`src/hw/rtl/iws_ram.sv`:
```
`timescale 1ns / 1ps
// ----------------------------------------------------------------------------
// iws_ram
// Generic single-write, single-read RAM with registered read data.
// ----------------------------------------------------------------------------
module iws_ram #(
    parameter int WIDTH = 8,
    parameter int DEPTH = 256
) (
    input  logic                     i_clk,
    input  logic                     i_we,
    input  logic [$clog2(DEPTH)-1:0] i_waddr,
    input  logic [WIDTH-1:0]         i_wdata,
    input  logic                     i_re,
    input  logic [$clog2(DEPTH)-1:0] i_raddr,
    output logic [WIDTH-1:0]         o_rdata
);

    logic [WIDTH-1:0] r_mem [DEPTH];
    logic [WIDTH-1:0] r_rdata;

    always_ff @(posedge i_clk) begin
        if (i_we) begin
            r_mem[i_waddr] <= i_wdata;
        end
        if (i_re) begin
            r_rdata <= r_mem[i_raddr];
        end
    end

    assign o_rdata = r_rdata;

endmodule

```
`config.mk`:
```
export PLATFORM = sky130hd
export DESIGN_NAME = iws_ram
export DESIGN_NICKNAME = d
export VERILOG_FILES = /design/src/hw/rtl/iws_ram.sv
export SDC_FILE = /design/constraint.sdc
export NUM_CORES = 2
export LEC_CHECK = 0
export BUFFER_PORTS_ARGS = -buffer_cell sky130_fd_sc_hd__buf_2
export CAP_MARGIN = 20
export CORE_UTILIZATION = 45
export DETAILED_ROUTE_END_ITERATION = 8
export GPL_TIMING_DRIVEN = 0
export PLACE_DENSITY = 0.61
export SLEW_MARGIN = 20
export SYNTH_ARGS = -nofsm -noshare
export SYNTH_HDL_FRONTEND = slang
export SYNTH_SLANG_ARGS = --single-unit
```
`constraint.sdc`:
```
create_clock -name i_clk -period 2.2 [get_ports i_clk]
set_input_delay 0.33 -clock i_clk [delete_from_list [all_inputs] [get_ports i_clk]]
set_output_delay 0.33 -clock i_clk [all_outputs]
set_load 0.1 [all_outputs]
```
==> flow_summary.json <==
{
  "status": "finished with violations",
  "violations": "negative setup slack",
  "yosysMostFrequentCell": "edfxtp_1",
  "h-tree-depth": 4,
  "die_y_um": 423,
  "die_w_um": 423,
  "leakage_uw": 0.0284,
  "startpoint_type": "primary input",
  "num_vias": 41583,
  "cp_num_buf_inv": 6,
  "drtIter0Drc": 6059,
  "yosysTopAreaCell": "edfxtp_1",
  "synthCells": 3733,
  "stdcell_count": 6522,
  "grt_use_total_pct": 27.0,
  "fin_worst_skew_ns": 0.0277,
  "synth_edf_count": 2056,
  "critical_path_class": "in -> reg",
  "setup_viol": 153,
  "fin_util_pct": 52.8,
  "path_clk_slew_ns": 0.06,
  "peakVddDrop_v": 0.000871,
  "syn_area_per_cell_um2": 21.3,
  "io_pins": 35,
  "synth_area_leaders": "edfxtp_1 78%, mux4_2 13%, mux2i_1 1.7%",
  "syn-num-nets": 3760,
  "io_buffers": 27,
  "drc": 0,
  "design.core.area_mm2": 0.176,
  "avgRoutedWirePerCell_um": 37.0,
  "worst-slew-pin-transition_ns": 1.11,
  "drive_gt1_share_pct": 30.7,
  "clk_path_buf_depth": 3,
  "synth_top_area_share_pct": 77.5,
  "crit_path_max_fanout": 10,
  "grt_start_max_net_pins": 133,
  "arrival_ns": 3.20,
  "fin_ws_ns": -0.424,
  "start_util_pct": 45.3,
  "syn_area_mm2": 0.0796,
  "grt_pass1_vias": 40844,
  "ys_ff_latch": 2056,
  "rsz0062_at_grt": "yes",
  "critPathMaxStageDelay_ns": 0.53,
  "place_congestion": 0.927,
  "wirelength_um": 241000,
  "tritoncts": "done",
  "synth.cells.most_frequent": "2056 x edfxtp_1, 454 x mux4_2, 282 x nor2_1, 134 x mux2i_1, 133 x a22oi_1",
  "worstPathRequired_ns": 2.78,
  "worstPathCellList": "buf_2, buf_4, buf_4, clkbuf_4, clkbuf_2, buf_16, a211oi_1, nor2_1, nor4_4, nor4_4",
  "slew_violations": 0,
  "drt-pass1-iter-count": 6,
  "worst_hold_path_type": "in -> reg",
  "insertion_delay_ns": 0.85,
  "fmax_mhz": 381,
  "via_per_inst": 6.38,
  "die_area_mm2": 0.179,
  "synth_cell_types": 54,
  "final_nets": 4034,
  "postRouteAntennaNets": 0,
  "cts_buffers": 204,
  "placed_cells": 6129,
  "ys_warn_count": 0,
  "end_kind": "flip-flop",
  "seq_area_frac_synth_pct": 77.5,
  "row_count": 154,
  "hpwl_um": 162000,
  "grt_pass1_wl_um": 329000,
  "async_reset_ff_share_pct": 0,
  "hold_violations": 0,
  "cts.sinks": 2056,
  "period_share_pct": 119,
  "maxCapViolations": 0,
  "fin_crit_ns": 2.62,
  "cts_root_buf": "clkbuf_16",
  "antenna_found_initial": 16,
  "grt-ovfl-total": 0,
  "ys_dominant_reg_cell": "edfxtp_1",
  "area_growth_pct": 16.6,
  "cpLargestDelayFamily": "buffers and inverters",
  "slew_headroom_pct": 25.8,
  "powerDensity_mw_per_mm2": 899,
  "critPathSlowestCell": "nor4_4"
}
## what timing repair did
action | CTS | global route
setup buffers | 7 | 0
hold buffers | 9 | 0
pin swaps | 24 | 18
hold endpoints to repair | 357 | 0
endpoints found under the setup margin | 1114 | 1005
gates resized for setup | 399 | 199
## power breakdown
part | internal (µW) | total, µW | switching, µW
sequential | 43200 | 43200 | 35.7
clock | 19900 | 35000 | 15200
combinational | 1690 | 5240 | 3550
## metal layers
metal / vias to the layer above / routed length (µm) / track usage, %
li1: 16313 / - / -
met1: 22207 / 90400 / 36.1
met2: 2563 / 114000 / 42.2
met3: 498 / 25300 / 6.62
met4: 2 / 11100 / 11.4
met5: - / 113 / 0.457
## logic make-up (layout without fill, tap and decap cells)
kind of cell,count (synthesis),in the layout,synth area share [%]
other,0,3,0
and+or+nand+nor,466,466,2.63
AOI/OAI and AO/OA,385,385,3.42
muxes,591,591,14.6
buffers and inverters,235,681,1.83
DFF,2056,2056,77.5
## path summary, 6_finish.rpt
kind	startpoint	to	slack [ns]	cells after the start
worst min register to register	r_mem[157][0]$_DFFE_PP_	o_rdata[0]$_DFFE_PP_	1.18	5
worst min-delay path	i_waddr[6]	r_mem[234][0]$_DFFE_PP_	0.30	3
worst max register to register	r_mem[83][3]$_DFFE_PP_	o_rdata[3]$_DFFE_PP_	-0.42	6
worst max-delay path	i_raddr[4]	o_rdata[7]$_DFFE_PP_	-0.42	10
## worst min-delay path: stages
cell and delay [ns]:
buf_2 0.16, nand3_2 0.32, nor2_4 0.13
## per-stage QoR
step	setup WS [ns]	area, µm²	total power [µW]	TNS (ns)	hold WS (ns)
final	-0.424	92900	83500	-8.12	0.302
after floorplan	-0.0874	79900	46400	-0.611	0.429
after detailed placement	-2.71	83900	48800	-1900.01	0.709
after global placement	-3.51	83000	48800	-7312.67	0.782
after CTS	-0.350	92200	83500	-30.71	0.356
after global routing	-0.398	92800	85200	-4.51	0.301
## placed cells by master (no fill, tap or decap), types with 38 or more instances in the layout
cell type / instances
clkbuf_2: 44
nor2_2: 77
nor2_4: 95
nor2_1: 110
a22oi_1: 129
mux2i_1: 134
o221ai_1: 38
buf_2: 38
clkbuf_16: 206
mux4_2: 454
a21oi_1: 83
clkinv_1: 55
edfxtp_1: 2056
clkbuf_1: 69
## state kept, by name, summed over array words and instances (netlist names)
register  flops
r_mem      2048
o_rdata       8
## layout make-up
cell class | instances | area, µm²
multi-input cells | 1442 | 18200
fillers | 13502 | 83100
well taps | 2340 | 2930
repair buffers | 71 | 1090
inverters | 2 | 8.76
plain buffers | 230 | 2180
clock buffers | 247 | 5290
flip-flops and latches | 2056 | 61700
diodes | 3 | 7.51
clock inverters | 131 | 1380
No activity file was read; power rests on OpenSTA's default activity.
