**src/hw/rtl/iws_pkg.sv**
```systemverilog
`timescale 1ns / 1ps
// ----------------------------------------------------------------------------
// iws_pkg
// Shared types and constants of the image warp sampler.
// ----------------------------------------------------------------------------
package iws_pkg;

    localparam int COORD_W   = 18;
    localparam int PIX_W     = 8;
    localparam int LOAD_W    = 9;
    localparam int CFG_W     = 10;
    localparam int CFG_IDX_W = 2;
    localparam int NUM_BANKS = 4;

    localparam int DEF_MAX_WIDTH  = 512;
    localparam int DEF_MAX_HEIGHT = 512;
    localparam int DEF_FRAC_BITS  = 8;

    localparam logic [CFG_W-1:0] RST_FRAME_WIDTH  = CFG_W'(512);
    localparam logic [CFG_W-1:0] RST_FRAME_HEIGHT = CFG_W'(512);

    typedef enum logic [CFG_IDX_W-1:0] {
        CFG_INTERP_MODE  = 2'd0,
        CFG_FRAME_WIDTH  = 2'd1,
        CFG_FRAME_HEIGHT = 2'd2
    } t_cfg_reg;

    typedef enum logic {
        ACT_LOAD   = 1'b0,
        ACT_SAMPLE = 1'b1
    } t_action;

    typedef enum logic {
        INTERP_NEAREST  = 1'b0,
        INTERP_BILINEAR = 1'b1
    } t_interp;

    // per-sample control riding beside the bank reads
    // keep: a, b, c, d neighbor enables; x_odd / y_odd: parity of the base corner
    typedef struct packed {
        logic       valid;
        logic [3:0] keep;
        logic       x_odd;
        logic       y_odd;
    } t_tap_ctl;

endpackage

```
**src/hw/rtl/iws_coord.sv**
```systemverilog
`timescale 1ns / 1ps
// ----------------------------------------------------------------------------
// iws_coord
// Input stage and bank addressing: splits map coordinates into integer
// corner and fraction weights, checks the frame bounds of the four
// neighbors and drives the four parity banks of the frame store.
// ----------------------------------------------------------------------------
module iws_coord
    import iws_pkg::*;
#(
    parameter int MAX_WIDTH  = DEF_MAX_WIDTH,
    parameter int MAX_HEIGHT = DEF_MAX_HEIGHT,
    parameter int FRAC_BITS  = DEF_FRAC_BITS,
    parameter int HCW        = 8,
    parameter int HRW        = 8
) (
    input  logic                  i_clk,
    input  logic                  i_rst_n,
    input  logic                  i_accept,
    input  logic                  i_action,
    input  logic [LOAD_W-1:0]     i_load_col,
    input  logic [LOAD_W-1:0]     i_load_row,
    input  logic [PIX_W-1:0]      i_load_pixel,
    input  logic [COORD_W-1:0]    i_map_x,
    input  logic [COORD_W-1:0]    i_map_y,
    input  logic                  i_interp_mode,
    input  logic [CFG_W-1:0]      i_frame_width,
    input  logic [CFG_W-1:0]      i_frame_height,
    output logic [NUM_BANKS-1:0]  o_bank_we,
    output logic [HRW+HCW-1:0]    o_waddr,
    output logic [PIX_W-1:0]      o_wdata,
    output logic                  o_re,
    output logic [HRW+HCW-1:0]    o_raddr [NUM_BANKS],
    output t_tap_ctl              o_ctl,
    output logic [FRAC_BITS-1:0]  o_wx,
    output logic [FRAC_BITS-1:0]  o_wy
);

    localparam int IW   = COORD_W + 1 - FRAC_BITS;
    localparam int XW   = IW + 1;
    localparam int DWW  = $clog2(MAX_WIDTH + 1);
    localparam int DWH  = $clog2(MAX_HEIGHT + 1);
    localparam int DW0  = (DWW > DWH) ? DWW : DWH;
    localparam int DW1  = (DW0 > CFG_W) ? DW0 : CFG_W;
    localparam int DW   = (DW1 > LOAD_W) ? DW1 : LOAD_W;
    localparam int CW   = ((XW > DW) ? XW : DW) + 1;
    localparam logic [COORD_W:0] HALF = (COORD_W + 1)'(1) << (FRAC_BITS - 1);

    logic                 r_vld;
    logic                 r_load;
    logic [LOAD_W-1:0]    r_lcol;
    logic [LOAD_W-1:0]    r_lrow;
    logic [PIX_W-1:0]     r_lpix;
    logic [CW-1:0]        r_bx;
    logic [CW-1:0]        r_by;
    logic [FRAC_BITS-1:0] r_wx;
    logic [FRAC_BITS-1:0] r_wy;
    logic                 r_neg;

    logic [CW-1:0]        n_bx;
    logic [CW-1:0]        n_by;
    logic [FRAC_BITS-1:0] n_wx;
    logic [FRAC_BITS-1:0] n_wy;
    logic [COORD_W:0]     xr;
    logic [COORD_W:0]     yr;

    t_tap_ctl             r_ctl;
    t_tap_ctl             n_ctl;
    logic [FRAC_BITS-1:0] r_wx2;
    logic [FRAC_BITS-1:0] r_wy2;

    logic [CW-1:0]        eff_w;
    logic [CW-1:0]        eff_h;
    logic [CW-1:0]        bx1;
    logic [CW-1:0]        by1;
    logic [CW-1:0]        col_even;
    logic [CW-1:0]        row_even;
    logic [CW-1:0]        lcol_x;
    logic [CW-1:0]        lrow_x;
    logic                 in_c0;
    logic                 in_c1;
    logic                 in_r0;
    logic                 in_r1;
    logic                 in_store;
    logic                 wx_nz;
    logic                 wy_nz;
    logic [HCW-1:0]       col_half [2];
    logic [HRW-1:0]       row_half [2];

    // corner and weights of the incoming sample
    always_comb begin
        xr = {i_map_x[COORD_W-1], i_map_x} + HALF;
        yr = {i_map_y[COORD_W-1], i_map_y} + HALF;
        if (t_interp'(i_interp_mode) == INTERP_NEAREST) begin
            n_bx = CW'(signed'(xr[COORD_W:FRAC_BITS]));
            n_by = CW'(signed'(yr[COORD_W:FRAC_BITS]));
            n_wx = '0;
            n_wy = '0;
        end else begin
            n_bx = CW'(signed'(i_map_x[COORD_W-1:FRAC_BITS]));
            n_by = CW'(signed'(i_map_y[COORD_W-1:FRAC_BITS]));
            n_wx = i_map_x[FRAC_BITS-1:0];
            n_wy = i_map_y[FRAC_BITS-1:0];
        end
    end

    always_ff @(posedge i_clk) begin
        if (!i_rst_n) begin
            r_vld <= 1'b0;
        end else begin
            r_vld <= i_accept;
        end
    end

    always_ff @(posedge i_clk) begin
        r_load <= (t_action'(i_action) == ACT_LOAD);
        r_lcol <= i_load_col;
        r_lrow <= i_load_row;
        r_lpix <= i_load_pixel;
        r_bx   <= n_bx;
        r_by   <= n_by;
        r_wx   <= n_wx;
        r_wy   <= n_wy;
        r_neg  <= i_map_x[COORD_W-1];
    end

    // bounds and bank addressing
    always_comb begin
        eff_w = (CW'(i_frame_width) > CW'(MAX_WIDTH)) ? CW'(MAX_WIDTH)
                                                      : CW'(i_frame_width);
        eff_h = (CW'(i_frame_height) > CW'(MAX_HEIGHT)) ? CW'(MAX_HEIGHT)
                                                        : CW'(i_frame_height);
        bx1   = r_bx + CW'(1);
        by1   = r_by + CW'(1);
        in_c0 = !r_bx[CW-1] && (r_bx < eff_w);
        in_c1 = !bx1[CW-1] && (bx1 < eff_w);
        in_r0 = !r_by[CW-1] && (r_by < eff_h);
        in_r1 = !by1[CW-1] && (by1 < eff_h);
        wx_nz = (r_wx != '0);
        wy_nz = (r_wy != '0);

        col_even    = r_bx + CW'(r_bx[0]);
        row_even    = r_by + CW'(r_by[0]);
        col_half[0] = col_even[HCW:1];
        col_half[1] = r_bx[HCW:1];
        row_half[0] = row_even[HRW:1];
        row_half[1] = r_by[HRW:1];

        lcol_x   = CW'(r_lcol);
        lrow_x   = CW'(r_lrow);
        in_store = (lcol_x < CW'(MAX_WIDTH)) && (lrow_x < CW'(MAX_HEIGHT));

        n_ctl.valid   = r_vld && !r_load;
        n_ctl.keep[0] = !r_neg && in_c0 && in_r0;
        n_ctl.keep[1] = !r_neg && in_c1 && in_r0 && wx_nz;
        n_ctl.keep[2] = !r_neg && in_c0 && in_r1 && wy_nz;
        n_ctl.keep[3] = !r_neg && in_c1 && in_r1 && wx_nz && wy_nz;
        n_ctl.x_odd   = r_bx[0];
        n_ctl.y_odd   = r_by[0];
    end

    always_comb begin
        for (int k = 0; k < NUM_BANKS; k++) begin
            o_bank_we[k] = r_vld && r_load && in_store
                           && (r_lrow[0] == k[1]) && (r_lcol[0] == k[0]);
            o_raddr[k]   = {row_half[k[1]], col_half[k[0]]};
        end
    end

    assign o_waddr = {lrow_x[HRW:1], lcol_x[HCW:1]};
    assign o_wdata = r_lpix;
    assign o_re    = r_vld && !r_load;

    always_ff @(posedge i_clk) begin
        if (!i_rst_n) begin
            r_ctl.valid <= 1'b0;
        end else begin
            r_ctl.valid <= n_ctl.valid;
        end
    end

    always_ff @(posedge i_clk) begin
        r_ctl.keep  <= n_ctl.keep;
        r_ctl.x_odd <= n_ctl.x_odd;
        r_ctl.y_odd <= n_ctl.y_odd;
        r_wx2       <= r_wx;
        r_wy2       <= r_wy;
    end

    assign o_ctl = r_ctl;
    assign o_wx  = r_wx2;
    assign o_wy  = r_wy2;

endmodule

```
**config.mk**
```make
export PLATFORM = sky130hd
export DESIGN_NAME = iws_coord
export DESIGN_NICKNAME = d
export VERILOG_FILES = /design/src/hw/rtl/iws_pkg.sv /design/src/hw/rtl/iws_coord.sv
export SDC_FILE = /design/constraint.sdc
export NUM_CORES = 1
export LEC_CHECK = 0
export BUFFER_PORTS_ARGS = -buffer_cell sky130_fd_sc_hd__buf_2
export CAP_MARGIN = 10
export CORE_AREA = 2 2 93 95
export CTS_BUF_LIST = sky130_fd_sc_hd__clkbuf_8
export CTS_CLUSTER_DIAMETER = 150
export DETAILED_ROUTE_END_ITERATION = 12
export DIE_AREA = 0 0 95 97
export PLACE_DENSITY = 0.95
export SYNTH_ARGS = -nofsm -noshare
export SYNTH_HDL_FRONTEND = slang
export SYNTH_SLANG_ARGS = --single-unit
```
**constraint.sdc**
```tcl
create_clock -name i_clk -period 3.7 [get_ports i_clk]
set_clock_uncertainty 0.05 [all_clocks]
set_input_delay 0.555 -clock i_clk [delete_from_list [all_inputs] [get_ports i_clk]]
set_output_delay 0.555 -clock i_clk [all_outputs]
set_load 0.01 [all_outputs]
```
==> impl_results.md <==
- Outcome: completed
- Synth Area in Adders: 12.17%
- Synth async-reset ratio: 0%
- Worst vdd ir: 0.2473 mV
- DR pass1 iterations: 4
- Synth-to-Final Area Change: 20.05%
- Xor/xnor share of the synthesized area: between 7 and 8%
- Static Leakage: 0.002423 uW
- Multiplexer share of the synthesized area: 1.034%
- Iteration-0 DRC Markers: 61
- Final Hold Violating Endpoints: 0
- Vias in the first global route: 3442
- Mapped Cells: 415
- Post-synthesis cell area: 0.004113 mm2
- DIE HEIGHT: 97 um
- Post-synth EDFFs: 0
- Crit path time final: ~2.5 ns
- # diodes: 0
- Clock transition at path regs: 0.09 ns
- R2R cell count: 10
- Syn Nets: 542
- Critical path startpoint: r_by[0]
- Routed wl met3: 660 um
- Drt wl/cell: 14.07 um
- Slowest library cell on the worst path: dfxtp_1
- Reg2Reg Launch Point: r_by[0]
- GR Overflow Total: 0
- Hold depth: 1
- Clock sink count: 90
- Placement Setup Slack: 0.8765 ns
- Width of the die: 95 um
- Worst Hold Endpoint: o_wdata[6]
- Post-CTS Hold Fix Bufs: 0
- Detail Placement HPWL: approximately 8000 um
- Tot Pwr: about 2000 uW
- First-pass GRT wire length: about 15000 um
- Sequential fraction of the synthesis area: between 40 and 50%
- Post-synth cell types: 42
- Pins Over Slew Limit: 0
- Largest net degree at the start of global routing: 25
- DRC errors left: 0
- Max Used Layer: met4
- Core ar.: a little over 0.008 mm2
- CP Launch Type: flop
- Via count: 3404
- RSZ-0062 raised after global routing: false
- Power Dens Cells: 415.1 mW/mm2
- Worst Tran Pin Value: roughly 0.47 ns
- Count of buffer and inverter cells on the critical path: 0
- Total CTS buffers: 9
- Commonest non-fill, non-tap cell in the layout: buf_2
- TNS Setup: 0 ns
- Family with the most delay on the worst path: compound AO/OA/AOI/OAI gates
- Endpoints failing setup: 0
- Root Driver: clkbuf_8
- Post-Synth Simple-Gate Area: 16.15%
- Site Rows: 33
- Reg2reg end: o_ctl[5]
- GP Congestion: between 0.8 and 0.9
- Commonest non-fill, non-tap cells in the layout: 202 x buf_2, 90 x dfxtp_1, 42 x nand2_1, 40 x ha_1, 21 x xnor2_1
- PortBufs: 202
- Endpoint type of the worst setup path: flop
- R2R Setup Slk: 1.17 ns
- Yosys Warn Count: 0
- CP peak stage delay: 0.45 ns
- Max Clock Freq: between 300 and 400 MHz
- Post-CTS Setup Bufs: 0
- Die footprint: 0.009215 mm2
- Fin crit share: 68.41%
- Initial antenna violation count: 0
- Critical path type: reg -> reg
- Primary FF master, synth: dfxtp_1
- Dpl cells: 655
- Worst path required time: 3.92 ns
- Layout Nets: 688
- Vias per Instance: just over 5
- Max-cap violations: 0
- Yosys reg bits: 90
- Synth Area in Compound Gates: 6.693%
- PnR worst setup slack: 1.169 ns
- Ports: approximately 200
- Max clock buf depth: 2
- Final ANT Viol Nets: 0
- M1 wire length: 3415 um
- H-tree depth: 3
- Share of cells above drive strength 1: 40.18%
- CTS tree: yes
- Worst hold path class: in -> reg
- Avg Cell Area, Syn: 9.910 um2
- Slew HR: 68.34%
- Main combinational cell family by area after synthesis: simple AND/OR/NAND/NOR gates
- CP Max Fanout: 6
- Starting Density: 50.56%
- Crit path DAT: 2.75 ns
- Worst-path cell chain: ha_1, nand3_1, nor2_1, xor2_1, ha_1, a21oi_1, o21ai_0, a221oi_1, o311ai_1, nor2_1
- Met2 WL: roughly 5200 um
- Final WL: 9429 um
- Clk_lat worst skew: about 0.34 ns
- Hold Crit Start: i_load_pixel[6]
- Gr usage total: about a fifth
- Finished Layout Cells: 670
- Cts repair resizes: 0
- WHS: 0.2571 ns
[through the flow]
stage / area, um2 / util, %
floorplan: 4113 / -
global placement: 4762 / 58.54
detailed placement: 4762 / 58.54
CTS: 4937 / 60.70
global route: 4937 / 60.70
finish: 4937 / 60.70
[state kept, by name, indices dropped and copies added (netlist names)]
name	count
r_neg	1
o_ctl	7
r_lrow	9
r_vld	1
o_wx	8
r_load	1
o_wy	8
r_wy	8
o_wdata	8
r_bx	11
r_by	11
r_lcol	9
r_wx	8
[report_power, final]
group	internal [uW]	total [uW]	switching, uW
sequential	1020	1070	41.9
combinational	182	393	211
clock	248	591	343
[worst max path at each step]
stage | slack [ns] | endpoint | cells past startpoint
floorplan | 1.22 | o_ctl[4] | 10
CTS | 1.20 | o_ctl[5] | 10
global route | 0.85 | o_ctl[5] | 10
detailed placement | 0.88 | o_ctl[2] | 11
global placement | 0.99 | o_ctl[4] | 11
finish | 1.17 | o_ctl[5] | 10
[cell usage after synthesis, types with 6 or more instances]
library cell  instances  area, um2
a21oi_1               9      45.04
and2_1               18      112.6
buf_4                64      480.5
dfxtp_1              90       1802
ha_1                 40      500.5
inv_1                 9      33.78
nand2_1              42      157.7
nand3_1              12      60.06
nand4_1               6      37.54
nor2_1               20      75.07
nor4_1                7      43.79
o21ai_0               8      40.04
xnor2_1              21      183.9
xor2_1               13      113.9
[cells by family (layout without fill, tap and decap cells)]
group                    Yosys count  count (layout)
AO/OA/AOI/OAI                     41              41
XOR/XNOR                          34              34
adder cells (fa/ha/maj)           40              40
buffers and inverters             77             227
flip-flops                        90              90
multiplexers                       4               4
AND/OR/NAND/NOR                  129             129
[routing by layer]
metal,up-vias,global-route usage (%)
met5,-,0
met4,0,7.358
met3,19,3.894
met2,171,40.37
met1,1565,19.73
li1,1649,-
[area by class of cell]
type	count	area, um2
Clock buffer	9	123.9
Clock inverter	6	51.30
Fill cell	715	3197
Inverter	10	37.54
Multi-Input combinational cell	248	1780
Sequential cell	90	1802
Tap cell	105	131.4
Timing Repair Buffer	202	1011
No activity file was read; power rests on OpenSTA's default activity.
