## config.mk

```make
export PLATFORM = sky130hd
export DESIGN_NAME = iws_blend
export DESIGN_NICKNAME = d
export VERILOG_FILES = /design/src/hw/rtl/iws_pkg.sv /design/src/hw/rtl/iws_blend.sv
export SDC_FILE = /design/constraint.sdc
export NUM_CORES = 1
export LEC_CHECK = 0
export ABC_AREA = 1
export BUFFER_PORTS_ARGS = -buffer_cell sky130_fd_sc_hd__buf_2
export CAP_MARGIN = 20
export CORE_MARGIN = 10
export CORE_UTILIZATION = 55
export CTS_BUF_LIST = sky130_fd_sc_hd__clkbuf_8 sky130_fd_sc_hd__clkbuf_16
export DETAILED_ROUTE_END_ITERATION = 7
export GPL_TIMING_DRIVEN = 0
export HOLD_SLACK_MARGIN = 0.02
export PLACE_DENSITY = 0.72
export SYNTH_ARGS = -nofsm -noshare
export SYNTH_HDL_FRONTEND = slang
export SYNTH_SLANG_ARGS = --single-unit
```

## constraint.sdc

```tcl
create_clock -name i_clk -period 19.51 [get_ports i_clk]
set_input_delay 3.902 -clock i_clk [delete_from_list [all_inputs] [get_ports i_clk]]
set_output_delay 3.902 -clock i_clk [all_outputs]
set_load 0.05 [all_outputs]
```

## src/hw/rtl/iws_pkg.sv

```systemverilog
`timescale 1ns / 1ps
// ----------------------------------------------------------------------------
// iws_pkg
// Shared types and constants of the image warp sampler.
// ----------------------------------------------------------------------------
package iws_pkg;

    localparam int COORD_W   = 18;
    localparam int PIX_W     = 8;
    localparam int LOAD_W    = 9;
    localparam int CFG_W     = 10;
    localparam int CFG_IDX_W = 2;
    localparam int NUM_BANKS = 4;

    localparam int DEF_MAX_WIDTH  = 512;
    localparam int DEF_MAX_HEIGHT = 512;
    localparam int DEF_FRAC_BITS  = 8;

    localparam logic [CFG_W-1:0] RST_FRAME_WIDTH  = CFG_W'(512);
    localparam logic [CFG_W-1:0] RST_FRAME_HEIGHT = CFG_W'(512);

    typedef enum logic [CFG_IDX_W-1:0] {
        CFG_INTERP_MODE  = 2'd0,
        CFG_FRAME_WIDTH  = 2'd1,
        CFG_FRAME_HEIGHT = 2'd2
    } t_cfg_reg;

    typedef enum logic {
        ACT_LOAD   = 1'b0,
        ACT_SAMPLE = 1'b1
    } t_action;

    typedef enum logic {
        INTERP_NEAREST  = 1'b0,
        INTERP_BILINEAR = 1'b1
    } t_interp;

    // per-sample control riding beside the bank reads
    // keep: a, b, c, d neighbor enables; x_odd / y_odd: parity of the base corner
    typedef struct packed {
        logic       valid;
        logic [3:0] keep;
        logic       x_odd;
        logic       y_odd;
    } t_tap_ctl;

endpackage

```

## src/hw/rtl/iws_blend.sv

```systemverilog
`timescale 1ns / 1ps
// ----------------------------------------------------------------------------
// iws_blend
// Weighting datapath: picks the four neighbors out of the parity banks,
// blends vertically, then horizontally, and registers the result pixel.
// ----------------------------------------------------------------------------
module iws_blend
    import iws_pkg::*;
#(
    parameter int FRAC_BITS = DEF_FRAC_BITS
) (
    input  logic                 i_clk,
    input  logic                 i_rst_n,
    input  t_tap_ctl             i_ctl,
    input  logic [FRAC_BITS-1:0] i_wx,
    input  logic [FRAC_BITS-1:0] i_wy,
    input  logic [PIX_W-1:0]     i_bank_data [NUM_BANKS],
    output logic                 o_valid,
    output logic [PIX_W-1:0]     o_pixel
);

    localparam int SW  = FRAC_BITS + 1;
    localparam int LW  = PIX_W + FRAC_BITS;
    localparam int AW  = PIX_W + 2 * FRAC_BITS;
    localparam logic [SW-1:0] ONE = SW'(1) << FRAC_BITS;

    logic [PIX_W-1:0] nb [4];
    logic [SW-1:0]    wy_inv;
    logic [LW-1:0]    n_left;
    logic [LW-1:0]    n_right;
    logic [1:0]       sel [4];

    logic             r_vld3;
    logic [LW-1:0]    r_left;
    logic [LW-1:0]    r_right;
    logic [SW-1:0]    r_wx;

    logic [SW-1:0]    wx_inv;
    logic [AW-1:0]    n_acc;

    logic             r_vld4;
    logic [PIX_W-1:0] r_pixel;

    // neighbor order a, b, c, d; bank index is {row parity, col parity}
    always_comb begin
        sel[0] = {i_ctl.y_odd, i_ctl.x_odd};
        sel[1] = {i_ctl.y_odd, !i_ctl.x_odd};
        sel[2] = {!i_ctl.y_odd, i_ctl.x_odd};
        sel[3] = {!i_ctl.y_odd, !i_ctl.x_odd};
        for (int k = 0; k < 4; k++) begin
            nb[k] = i_ctl.keep[k] ? i_bank_data[sel[k]] : '0;
        end
        wy_inv  = ONE - SW'(i_wy);
        n_left  = LW'(wy_inv) * LW'(nb[0]) + LW'(i_wy) * LW'(nb[2]);
        n_right = LW'(wy_inv) * LW'(nb[1]) + LW'(i_wy) * LW'(nb[3]);
    end

    always_ff @(posedge i_clk) begin
        if (!i_rst_n) begin
            r_vld3 <= 1'b0;
        end else begin
            r_vld3 <= i_ctl.valid;
        end
    end

    always_ff @(posedge i_clk) begin
        r_left  <= n_left;
        r_right <= n_right;
        r_wx    <= SW'(i_wx);
    end

    always_comb begin
        wx_inv = ONE - r_wx;
        n_acc  = AW'(wx_inv) * AW'(r_left) + AW'(r_wx) * AW'(r_right);
    end

    always_ff @(posedge i_clk) begin
        if (!i_rst_n) begin
            r_vld4 <= 1'b0;
        end else begin
            r_vld4 <= r_vld3;
        end
    end

    always_ff @(posedge i_clk) begin
        r_pixel <= n_acc[2*FRAC_BITS +: PIX_W];
    end

    assign o_valid = r_vld4;
    assign o_pixel = r_pixel;

endmodule

```

==> flow_summary.toml, run 1 <==
[clocking]
cts_hold_buf = 0
cts_sinks = 50
post_cts_resized = 0
clockBufferDepth = 2
clkTransAtPathRegs_ns = 0.08
cts_tree = "done"
root_buffer = "clkbuf_16"
htree_num_levels = 2
worstSkewPairLatency_ns = 0.33
cts-buffers-inserted = 5
cts_setup_buffers = 0

[placed_design]
portBuffers = 60
gp_congestion = 0.984
hpwl_um = 48100

[yosys]
yosys.area.top_type_share_pct = 41.4
synth_area_leaders = "fa_1, inv_1, ha_1"
synth_seq_cells = 50
yosys-top-cells-count = "inv_1, nand2_1, fa_1"
synth_seq_area_share_pct = 4.90
syn-num-nets = 3381
synthFlopType = "dfxtp_1"
synthCells = 2701
synth_edf_count = 0
syn_area_um2 = 20400
synth_top_cell_by_area = "fa_1"
yosysMostFrequentCell = "inv_1"
async_reset_ff_share_pct = 0
syn_area_per_cell_um2 = 7.56
yosys.cell_types.count = 42
yosysWarnings = 0

[timing]
fin_crit_sh_pct = 55.0
rsz0062_at_grt = "no"
finalWorstPathRequiredPeriod_ns = 10.73
finalHoldViolations = 0
worst_pin_slew_ns = 0.747
fin_skew_ns = 0.0228
setup-violations-final = 0
finalSetupTns_ns = 0
timing.fmax_mhz = 93.2
slew_headroom_pct = 49.9
drv_slew = 0

[die]
ios = 66
die_x_um = 213
coreArea_um2 = 36600
row_count = 70
chipHeight_um = 213
dieArea_um2 = 45200
initial_core_util_pct = 55.7

[setup_path]
path_class = "in -> reg"
end_kind = "register"
crit_slowest_cell = "fa_1"
critPathLaunchType = "primary input"
crit_path_max_fanout = 10
reg2reg_from = "r_wx[0]"
cp.arrival_ns = 10.91
critPathMaxStageDelay_ns = 0.54
r2r_setup_slack_ns = 12.24
r2r_end = "o_pixel[6]"
crit_path_frequent_cell = "nand2_1"
cp_data_required_time_ns = 19.69
reg2reg_depth = 28

[detailed_routing]
drtPass1Iterations = 6
vias_per_cell = 5.16
totalWireLength_um = 55200
drc_errors = 0
dr_total_vias = 16700
avgRoutedWirePerCell_um = 17.0
ant_nets = 0
drtIter0Drc = 1190

[layout]
drive_gt1_share_pct = 5.16
syn_to_final_growth_pct = 5.10
num_antenna_cells = 0
nNetsFinal = 3449
regArea_um2 = 1000
n_fill_cell = 3447
multi_input_area_um2 = 16000

[outcome]
outcome = "finished, final reports clean"

[grt]
groute.usage.overall_pct = 25.6
grt_pass1_vias = 17700
antenna_found_initial = 1
grt-ovfl-total = 0
grt_pass1_wl_um = 90400
grt_max_degree = 18

[hold_path]
holdCritPathClass = "reg -> reg"
hp-start = "r_vld3"
holdPathStages = 2
whs_endpoint = "o_valid"

[job]
drv.max_cap_violation_count = 0
## registers in the layout (all words and copies together) (netlist names)
name	cells
r_wx	8
o_pixel	8
r_right	16
r_vld3	1
o_valid	1
r_left	16
## logic make-up after synthesis
group | synth area share [%]
adder cells (fa/ha/maj) | 53.7
buffers and inverters | 16.5
AND/OR/NAND/NOR | 21.0
XOR/XNOR | 1.67
AO/OA/AOI/OAI | 2.21
flip-flops | 4.90
## worst max path at each step
| stage | endpoint | cells after the start | start |
|---|---|---|---|
| floorplan | r_right[11] | 28 | i_wy[0] |
| global placement | r_right[15] | 26 | i_wy[1] |
| detailed placement | r_right[15] | 30 | i_wy[1] |
| CTS | r_right[15] | 30 | i_wy[1] |
| global route | r_right[15] | 30 | i_wy[1] |
| finish | r_right[15] | 30 | i_wy[1] |
## cells in the final DEF (no fill, tap or decap), drive strengths merged, types with 4 or more instances in the layout
master  count
nand4      12
o21a        4
nand2     597
xnor2       9
inv       798
o21ai      27
ha        201
xor2       26
nor3       24
a21oi      44
fa        422
nand3      81
clkinv      5
clkbuf     44
dfxtp      50
nor2      317
buf        94
## worst max-delay path, delay by kind of cell
family,cells,cell delay (ns)
buf+inv,10,1.77
simple gates,9,1.05
compound gates,3,0.54
fa+ha+maj,8,3.63
## per-layer routing
| metal | track usage (%) | vias to the layer above | share of wire, % | wire length (µm) |
|---|---|---|---|---|
| li1 | - | 7816 | - | - |
| met1 | 30.1 | 8180 | 39 | 21500 |
| met2 | 46.5 | 577 | 51 | 28100 |
| met3 | 3.17 | 120 | 6.0 | 3310 |
| met4 | 9.87 | 2 | 4.2 | 2290 |
| met5 | 0 | - | 0.033 | 18 |
## stage by stage
stage	hold slack [ns]	setup WS (ns)	util [%]	area, µm²	cells
2_1_floorplan	0.386	10.01	-	20400	2701
3_3_place_gp	0.389	8.44	58.2	21300	3229
3_5_place_dp	0.396	8.55	58.2	21300	3230
4_1_cts	0.414	8.87	58.6	21500	3238
5_1_grt	0.424	8.43	58.6	21500	3238
6_report	0.410	8.78	58.6	21500	3238
## cell type report
cell class | count | share of cell area, %
repair buffers | 61 | 1.43
clock buffers | 5 | 0.583
flip-flops and latches | 50 | 4.67
clock inverters | 3 | 0.105
well taps | 468 | 2.73
inverters | 800 | 14.0
plain buffers | 72 | 1.69
multi-input cells | 1779 | 74.8
Power of run 1 is left out: the tool's default activity adds up to more than one toggle a clock period on the data nets, which glitch-free logic cannot reach.
==> inputs of run 2 (changes only) <==
--- a/config.mk
+++ b/config.mk
@@ -14,7 +14,7 @@
 export DETAILED_ROUTE_END_ITERATION = 7
 export GPL_TIMING_DRIVEN = 0
 export HOLD_SLACK_MARGIN = 0.02
-export PLACE_DENSITY = 0.72
+export PLACE_DENSITY = 0.75
 export SYNTH_ARGS = -nofsm -noshare
 export SYNTH_HDL_FRONTEND = slang
 export SYNTH_SLANG_ARGS = --single-unit
==> constraint.sdc (replaced) <==
create_clock -name i_clk -period 8.86 [get_ports i_clk]
set_input_delay 1.772 -clock i_clk [delete_from_list [all_inputs] [get_ports i_clk]]
set_output_delay 1.772 -clock i_clk [all_outputs]
set_load 0.05 [all_outputs]
==> run 2 against run 1 <==
Against the previous run:
- non-clock buffer count fell by 1
- die area did not move
- critical path type unchanged
- utilization rose by 0.058 points
- count of clock-buffer cells in the layout did not move
- register-to-register slack got worse by 11 ns
- global-route usage rose by 0.39 points
- critical path depth did not move
- first-iteration DRC count rose by 1.1%
- setup slack got worse by 8.3 ns
==> flow_summary.toml, run 2 (synthesized netlist as in run 1, its figures left out) <==
[grt]
grt_pass1_vias = 17700
grt_pass1_wl_um = 92100
antenna_found_initial = 0
met2_usage_pct = 46.8
grt-busiest-layer = "met2"
grt-ovfl-total = 0
grt_max_degree = 17
grtUsageMet1_pct = 30.8
groute.usage.overall_pct = 26.0
grtUsageMet3_pct = 3.39

[die]
die_x_um = 213
coreArea_um2 = 36600
ios = 66
dieArea_um2 = 45200
row_count = 70
initial_core_util_pct = 55.7
chipHeight_um = 213

[timing]
timing.fmax_mhz = 119
drv_slew = 0
finalHoldViolations = 0
setup-violations-final = 0
rsz0062_at_grt = "no"
fin_skew_ns = 0.0227
worst_pin_slew_ns = 0.857
slew_headroom_pct = 42.5
finalWorstPathRequiredPeriod_ns = 8.40
whs_ns = 0.418
fin_crit_sh_pct = 94.9

[outcome]
outcome = "finished, final reports clean"

[layout]
drive_gt1_share_pct = 5.16
layout_commonest_cell = "inv_1"
top_regs = "r_left: 16 flops, r_right: 16 flops"
layout_common_cells = "inv_1, nand2_1, fa_1"
syn_to_final_growth_pct = 5.20
num_antenna_cells = 0
nNetsFinal = 3448

[setup_path]
cp_top_family = "adder cells"
cp.arrival_ns = 8.59
cp_data_required_time_ns = 9.05
crit_path_max_fanout = 10
path_buf_inv = 10
crit_slowest_cell = "fa_1"
path_class = "in -> reg"
end_kind = "register"
critPathLaunchType = "primary input"
critPathMaxStageDelay_ns = 0.54
crit_path_frequent_cell = "nand2_1"

[detailed_routing]
avgRoutedWirePerCell_um = 17.3
vias_per_cell = 5.14
drtIter0Drc = 1203
ant_nets = 0
drtPass1Iterations = 5
totalWireLength_um = 55900
drc_errors = 0
dr_total_vias = 16600

[clocking]
cts_tree = "done"
cts-buffers-inserted = 5
cts_sinks = 50
worstSkewPairLatency_ns = 0.34
cts_hold_buf = 0
cts_setup_buffers = 0
clockBufferDepth = 2
htree_num_levels = 2
post_cts_resized = 0
root_buffer = "clkbuf_16"
clkTransAtPathRegs_ns = 0.07

[placed_design]
portBuffers = 60
hpwl_um = 48500
gp_congestion = 0.967

[job]
drv.max_cap_violation_count = 0

[hold_path]
holdCritPathClass = "reg -> reg"
-- run 2: changes by cell type in the layout (fill, tap and decap cells not counted), sizes merged --
cell    change
bufinv      +1
clkbuf      -1
inv         -1
-- run 2: cell type report --
type	instances	area [µm²]
clock buffer	5	125
inverter	800	3010
timing repair buffer	61	312
clock inverter	3	43.8
buffer	71	359
sequential	50	1000
multi-input combinational	1779	16000
tap	468	586
fill	3483	15100
-- run 2: final timing paths --
| kind | startpoint | end | slack [ns] | cells after the start |
|---|---|---|---|---|
| worst max-delay path | i_wy[0] | r_right[15] | 0.46 | 30 |
| worst max register to register | r_wx[0] | o_pixel[2] | 1.47 | 26 |
| worst min register to register | r_vld3 | o_valid | 0.42 | 2 |
| worst min-delay path | r_vld3 | o_valid | 0.42 | 2 |
-- run 2: routing by layer --
metal | wire (µm) | up-vias
met2 | 28500 | 544
met1 | 22100 | 8171
met4 | 2150 | 0
li1 | - | 7812
met3 | 3130 | 111
met5 | 0 | -
-- run 2: through the flow --
step | setup WS, ns | utilization, % | std cells | TNS (ns) | instance area (µm²)
final | 0.455 | 58.7 | 3237 | 0 | 21500
after global routing | 0.0275 | 58.7 | 3237 | 0 | 21500
after CTS | 0.281 | 58.7 | 3238 | 0 | 21500
after detailed placement | -0.0361 | 58.2 | 3230 | -0.0361 | 21300
after global placement | -0.125 | 58.2 | 3229 | -0.279 | 21300
after floorplan | 1.49 | - | 2701 | 0 | 20400
-- run 2: worst reg2reg max path, delay by kind of cell (launching register included) --
kind          cells  cell delay [ns]
buf+inv           7             1.48
xor+xnor          1             0.68
flops             1             0.31
simple gates     10             1.19
fa+ha+maj         8             3.65
Power of run 2 is left out for the same reason.
==> inputs of run 3 (changes only) <==
--- a/config.mk
+++ b/config.mk
@@ -5,7 +5,6 @@
 export SDC_FILE = /design/constraint.sdc
 export NUM_CORES = 1
 export LEC_CHECK = 0
-export ABC_AREA = 1
 export BUFFER_PORTS_ARGS = -buffer_cell sky130_fd_sc_hd__buf_2
 export CAP_MARGIN = 20
 export CORE_MARGIN = 10
==> run 3 against run 2 <==
Against the previous run:
- first-iteration DRC count decreased by 11%
- largest cell class unchanged
- critical endpoint is now r_right[14]
- global-route usage is 3.2 points lower
- utilization increased by 0.42 points
==> flow_summary.toml, run 3 <==
[clocking]
worstSkewPairLatency_ns = 0.32
cts_tree = "done"
root_buffer = "clkbuf_16"
clkTransAtPathRegs_ns = 0.09
cts_setup_buffers = 0
cts_sinks = 50
htree_num_levels = 2
clockBufferDepth = 2
cts-buffers-inserted = 5

[timing]
fin_ws_ns = 0.375
timing.fmax_mhz = 118
finalSetupTns_ns = 0
drv_slew = 0
fin_skew_ns = 0.0238
fin_crit_sh_pct = 95.8
rsz0062_at_grt = "no"
slew_headroom_pct = 23.2
finalWorstPathRequiredPeriod_ns = 8.48
worst_pin_slew_ns = 1.14
finalHoldViolations = 0
setup-violations-final = 0

[grt]
grt-ovfl-total = 0
groute.usage.overall_pct = 22.8
grt_max_degree = 16
antenna_found_initial = 2
grt_pass1_vias = 15800
grt_pass1_wl_um = 80800

[setup_path]
cp_data_required_time_ns = 9.02
path_class = "in -> reg"
end_kind = "register"
crit_path_max_fanout = 10
critPathLaunchType = "primary input"
cp.arrival_ns = 8.64

[die]
coreArea_um2 = 34700
initial_core_util_pct = 56.1
chipHeight_um = 208
ios = 66
row_count = 68
dieArea_um2 = 43300
die_x_um = 208

[yosys]
synth_area_leaders = "fa_1, ha_1, inv_1"
yosys.area.top_type_share_pct = 43.4
synth_top_cell_by_area = "fa_1"
synthFlopType = "dfxtp_1"
synth_seq_cells = 50
synthCells = 2212
syn_area_per_cell_um2 = 8.81
yosysMostFrequentCell = "inv_1"
syn_area_um2 = 19500
yosysWarnings = 0
async_reset_ff_share_pct = 0
yosys-top-cells-count = "inv_1, fa_1, nand2_1"
synth_edf_count = 0
yosys.cell_types.count = 57
synth_seq_area_share_pct = 5.14
syn-num-nets = 2892

[layout]
nNetsFinal = 2960
layout_commonest_cell = "inv_1"
syn_to_final_growth_pct = 5.28
drive_gt1_share_pct = 4.60
num_antenna_cells = 0
top_regs = "r_left: 16 flops, r_right: 16 flops"
layout_common_cells = "inv_1, fa_1, nand2_1"

[detailed_routing]
vias_per_cell = 5.43
drtIter0Drc = 1067
avgRoutedWirePerCell_um = 18.0
drtPass1Iterations = 5
totalWireLength_um = 49200
dr_total_vias = 14900
ant_nets = 0
drc_errors = 0

[placed_design]
portBuffers = 60
hpwl_um = 41500
dp_worst_setup_slack_ns = -0.213
gp_congestion = 0.965

[hold_path]
holdCritPathClass = "reg -> reg"

[outcome]
outcome = "finished, final reports clean"

[job]
drv.max_cap_violation_count = 0
==> run 3: stage by stage <==
step / hold WS, ns / instances / cell area [µm²] / util [%]
after floorplan: 0.406 / 2212 / 19500 / -
after global placement: 0.409 / 2727 / 20300 / 58.6
after detailed placement: 0.422 / 2728 / 20400 / 58.7
after CTS: 0.443 / 2736 / 20500 / 59.1
after global routing: 0.454 / 2736 / 20500 / 59.1
final: 0.438 / 2736 / 20500 / 59.1
==> run 3: worst paths after layout <==
| path | start | end | slack (ns) | depth (start not counted) |
|---|---|---|---|---|
| max | i_wy[5] | r_right[14] | 0.38 | 22 |
| min | r_vld3 | o_valid | 0.44 | 1 |
| max reg2reg | r_wx[0] | o_pixel[7] | 0.94 | 20 |
| min reg2reg | r_vld3 | o_valid | 0.44 | 1 |
==> run 3: repair_timing <==
item                       in CTS  in global routing
resized for setup               0                  4
hold endpoints to repair        0                  0
setup endpoints to repair       0                  4
hold buffers                    0                  0
==> run 3: cell families (layout without fill, tap and decap cells) <==
family / count (synthesis) / after routing / share of synthesized area (%)
simple gates: 671 / 671 / 17.0
compound gates: 120 / 120 / 4.12
mux: 32 / 32 / 1.75
fa+ha+maj: 623 / 623 / 56.3
buf+inv: 652 / 721 / 12.7
flops: 50 / 50 / 5.14
xor+xnor: 64 / 64 / 2.99
==> run 3: layer usage <==
layer | up-vias | GRT usage [%] | routed length (µm)
met5 | - | 0 | 13
met4 | 2 | 6.38 | 1340
met3 | 90 | 2.80 | 3850
met2 | 647 | 39.0 | 24000
met1 | 7441 | 29.9 | 20000
li1 | 6686 | - | -
==> run 3: cell type report <==
| class | count | area (µm²) |
|---|---|---|
| clock buffer | 5 | 125 |
| buffer | 80 | 323 |
| sequential | 50 | 1000 |
| fill | 3015 | 14200 |
| tap | 455 | 569 |
| timing repair buffer | 61 | 308 |
| multi-input combinational | 1510 | 16000 |
| clock inverter | 3 | 17.5 |
| inverter | 572 | 2150 |
==> run 3: critical path: stages <==
cell	delay [ns]
buf_2	0.10
clkbuf_1	0.47
nor4_2	0.15
xnor2_1	0.50
clkbuf_1	0.63
nand2_1	0.17
fa_1	0.55
fa_1	0.55
inv_1	0.08
fa_1	0.48
fa_1	0.51
fa_1	0.49
inv_1	0.05
fa_1	0.47
inv_1	0.04
ha_1	0.31
o21a_1	0.12
o21ai_0	0.14
inv_1	0.07
a2111oi_1	0.46
nor2_1	0.14
o211ai_1	0.39
Power of run 3 is left out for the same reason.
